<file path="src/ecc_pkg.sv">
// ----------------------------------------------------------------------------
// ecc_pkg
// Shared types and constants for the Euler circuit checker
// ----------------------------------------------------------------------------
`default_nettype none

package ecc_pkg;

    localparam int unsigned NODE_IN_W = 8;
    localparam int unsigned IDX_W     = 11;
    localparam int unsigned WORD_BITS = 32;
    localparam int unsigned WORD_SH   = 5;
    localparam int unsigned CNT_W     = 17;

    localparam logic [CNT_W-1:0] COUNT_MAX = 17'h1FFFF;

    typedef enum logic {
        OP_ADD    = 1'b0,
        OP_FINISH = 1'b1
    } t_op;

    typedef logic [WORD_BITS-1:0] t_word;
    typedef logic [WORD_SH-1:0]   t_bit_idx;

    typedef struct packed {
        logic     found;
        t_bit_idx idx;
    } t_scan;

endpackage

`default_nettype wire

</file>
<file path="src/ecc_lsb_find.sv">
// ----------------------------------------------------------------------------
// ecc_lsb_find
// Finds the lowest set bit of one adjacency word
// ----------------------------------------------------------------------------
`default_nettype none

module ecc_lsb_find (
    input  wire ecc_pkg::t_word i_word,
    output ecc_pkg::t_scan      o_scan
);
    import ecc_pkg::*;

    always_comb begin
        o_scan.found = |i_word;
        o_scan.idx   = '0;
        for (int i = WORD_BITS - 1; i >= 0; i--) begin
            if (i_word[i]) begin
                o_scan.idx = t_bit_idx'(i);
            end
        end
    end

endmodule

`default_nettype wire

</file>
<file path="config.mk">
export PLATFORM = sky130hd
export DESIGN_NAME = ecc_lsb_find
export DESIGN_NICKNAME = d
export VERILOG_FILES = /design/src/ecc_pkg.sv /design/src/ecc_lsb_find.sv
export SDC_FILE = /design/constraint.sdc
export NUM_CORES = 1
export LEC_CHECK = 0
export BUFFER_PORTS_ARGS = -buffer_cell sky130_fd_sc_hd__buf_2
export CORE_AREA = 2 2 39 41
export DETAILED_ROUTE_END_ITERATION = 10
export DIE_AREA = 0 0 41 43
export GPL_TIMING_DRIVEN = 1
export MAX_ROUTING_LAYER = met4
export PLACE_DENSITY = 0.74
export SLEW_MARGIN = 20
export SYNTH_ARGS = -nofsm -noshare
export SYNTH_HDL_FRONTEND = slang
export SYNTH_SLANG_ARGS = --single-unit
</file>
<file path="constraint.sdc">
create_clock -name vclk -period 1.1
set_clock_uncertainty 0.05 [all_clocks]
set_input_delay 0.055 -clock vclk [all_inputs]
set_output_delay 0.055 -clock vclk [all_outputs]
set_load 0.1 [all_outputs]
</file>
==> impl_metrics.py <==
metrics = {
    "pwr": {
        "peakVddDrop_v": 0.0001745,
        "power_frac_seq_pct": 0,
        "switching_share_pct": 51.54,
        "internal-power_mw": 0.1738,
        "comb_power_share_pct": 100.0,
        "power_density_mw_per_mm2": 330.7,
        "leakagePower_nw": 0.4748,
        "clock_power_share_pct": 0,
        "switching_power_mw": 0.1849,
    },
    "drt": {
        "firstDrtPassIters": 4,
        "vias": 800,
        "via_per_inst": 5.442,
        "finalWirelength_um": 2075,
        "wl_per_cell_um": 14.12,
        "drc": 0,
        "postRouteAntennaNets": 0,
        "drt_iter0_drc": 10,
    },
    "grt": {
        "grt_pass1_vias": 808,
        "grt_max_degree": 6,
        "grt_use_total_pct": 25.10,
        "grt_antenna_before_repair": 0,
        "grt_pass1_wl_um": 3146,
        "gr-total-overflow": 0,
    },
    "floorplanning": {
        "dieArea_mm2": 0.001763,
        "die_h_um": 43,
        "coreArea_mm2": 0.001384,
        "num_rows": 14,
        "die_width_um": 41,
        "initial_core_util_pct": 27.85,
        "io_pins": 38,
    },
    "place": {
        "placed_cells": 147,
        "io_buffers": 38,
        "finalWeightedCongestion": 0.7804,
        "pre_cts_slack_ps": -426.0,
        "place_area_um2": 942.2,
        "hpwl_um": 1612,
    },
    "sta": {
        "max_freq_ghz": 0.6887,
        "hold_viol": 0,
        "tightestPinTransition_ps": 360.4,
        "setup_tns_ps": -1870,
        "max-slew-margin-rel_pct": 75.35,
        "rsz0062_at_grt": "true",
        "maxSlewViolCount": 0,
        "finalCriticalPeriod_ps": 1452,
        "finalWorstSetupSlack_ps": -352.1,
        "period_share_pct": 132.0,
        "setup_viol": 6,
    },
    "yosys": {
        "synth_cells": 65,
        "syn_nets": 97,
        "syn_avg_cell_area_um2": 5.929,
        "yosysSeqAreaShare_pct": 0,
        "syn_area_um2": 385.4,
        "ys_types": 24,
        "yosys_warnings": 0,
    },
    "final_layout": {
        "final_common_cell": "buf_4",
        "fillerInstances": 104,
        "n_antenna_cell": 0,
        "clock_buffers": 0,
        "nNetsFinal": 165,
        "final_cell_mix": "27 x buf_4, 26 x buf_2, 9 x nor2_1",
        "nFlopsAndLatches": 0,
        "final_area_mm2": 0.001085,
        "drive_gt1_share_pct": 65.65,
        "seqCellArea_um2": 0,
        "final_cells": 147,
        "area_delta_synth_final_pct": 181.5,
    },
    "worst_setup_path": {
        "cp-start-kind": "input port",
        "critPathCaptureType": "output port",
        "crit_type": "input port to output port",
        "cp_max_fo": 3,
        "cp-endpoint": "o_scan[1]",
        "crit_required_ps": 1000,
        "cp_slowest_stage_delay_ps": 490,
        "crit_path_cell_trace": "buf_2 > nor2_1 > o31ai_1 > or4_1 > nor3_2 > a21o_4 > buf_12",
        "cp_slowest_cell": "or4_1",
        "cp.arrival_ps": 1350,
        "worstSetupStartpoint": "i_word[5]",
    },
    "run_status": {
        "violations": "negative setup slack",
        "status": "complete, but fails checks",
    },
    "hold_path": {
        "hold_class": "input port to output port",
    },
    "clock_tree": {
        "postCtsSetupRepairBufs": 0,
        "cts_hold_buf": 0,
    },
    "run": {
        "drv_cap": 0,
    },
}
-- power groups by stage --
stage	Clock [mW]	Combinational, mW	Sequential [mW]
global route	0	0.382	0
CTS	0	0.329	0
floorplan	0	0.110	0
finish	0	0.359	0
global placement	0	0.300	0
detailed placement	0	0.312	0
-- per-layer routing --
metal	GRT usage (%)	wire length, µm	up-vias
met5	-	0	-
met4	4.000	37	0
met3	1.047	66	4
met2	49.06	1234	24
met1	25.40	736	379
li1	-	-	393
-- kinds of logic (layout without fill, tap and decap cells) --
kind of cell / after synthesis / in the layout / share of synthesized area (%)
compound gates: 22 / 22 / 38.64
buf+inv: 6 / 72 / 5.844
simple gates: 37 / 37 / 55.52
-- worst min path at each step --
stage	end	depth (start not counted)	slack, ps	start
floorplan	o_scan[0]	1	160	i_word[0]
global placement	o_scan[0]	4	460	i_word[0]
detailed placement	o_scan[0]	4	460	i_word[0]
CTS	o_scan[0]	4	470	i_word[0]
global route	o_scan[0]	4	500	i_word[0]
finish	o_scan[0]	4	490	i_word[0]
-- synth_stat cells, types with 2 or more instances --
cell | n | share of area, %
a2111oi_0 | 2 | 4.5
a21oi_1 | 7 | 9.1
inv_1 | 6 | 5.8
nand2_1 | 3 | 2.9
nor2_1 | 10 | 9.7
nor3_1 | 5 | 6.5
nor3_2 | 2 | 5.2
nor3b_1 | 2 | 3.9
nor4_1 | 7 | 11
o21ai_0 | 2 | 2.6
o31ai_1 | 4 | 7.8
or4_1 | 2 | 3.9
or4_4 | 2 | 5.8
-- through the flow --
step           util [%]  total power, mW  hold WS, ps
2_1_floorplan         -           0.1101        155.9
3_3_place_gp      68.08           0.3003        457.3
3_5_place_dp      68.08           0.3122        464.8
4_1_cts           73.33           0.3295        473.1
5_1_grt           78.39           0.3820        498.3
6_report          78.39           0.3587        488.1
-- critical path, delay by kind of cell --
kind | cells | cell delay [ps]
AO/OA/AOI/OAI | 2 | 240
buffers and inverters | 2 | 290
AND/OR/NAND/NOR | 3 | 750
-- repair_timing --
action                                  in CTS  in global routing
pin swaps                                    9                 10
resized for setup                           17                 11
endpoints found under the setup margin       6                  6
-- layout make-up --
cell class / count / area [µm²] / share of cell area [%]
Multi-Input combinational cell: 59 / 515.5 / 47.52
Timing Repair Buffer: 66 / 526.8 / 48.56
Tap cell: 16 / 20.02 / 1.845
Inverter: 6 / 22.52 / 2.076
Note: power is estimated with default switching activity, not from simulation.
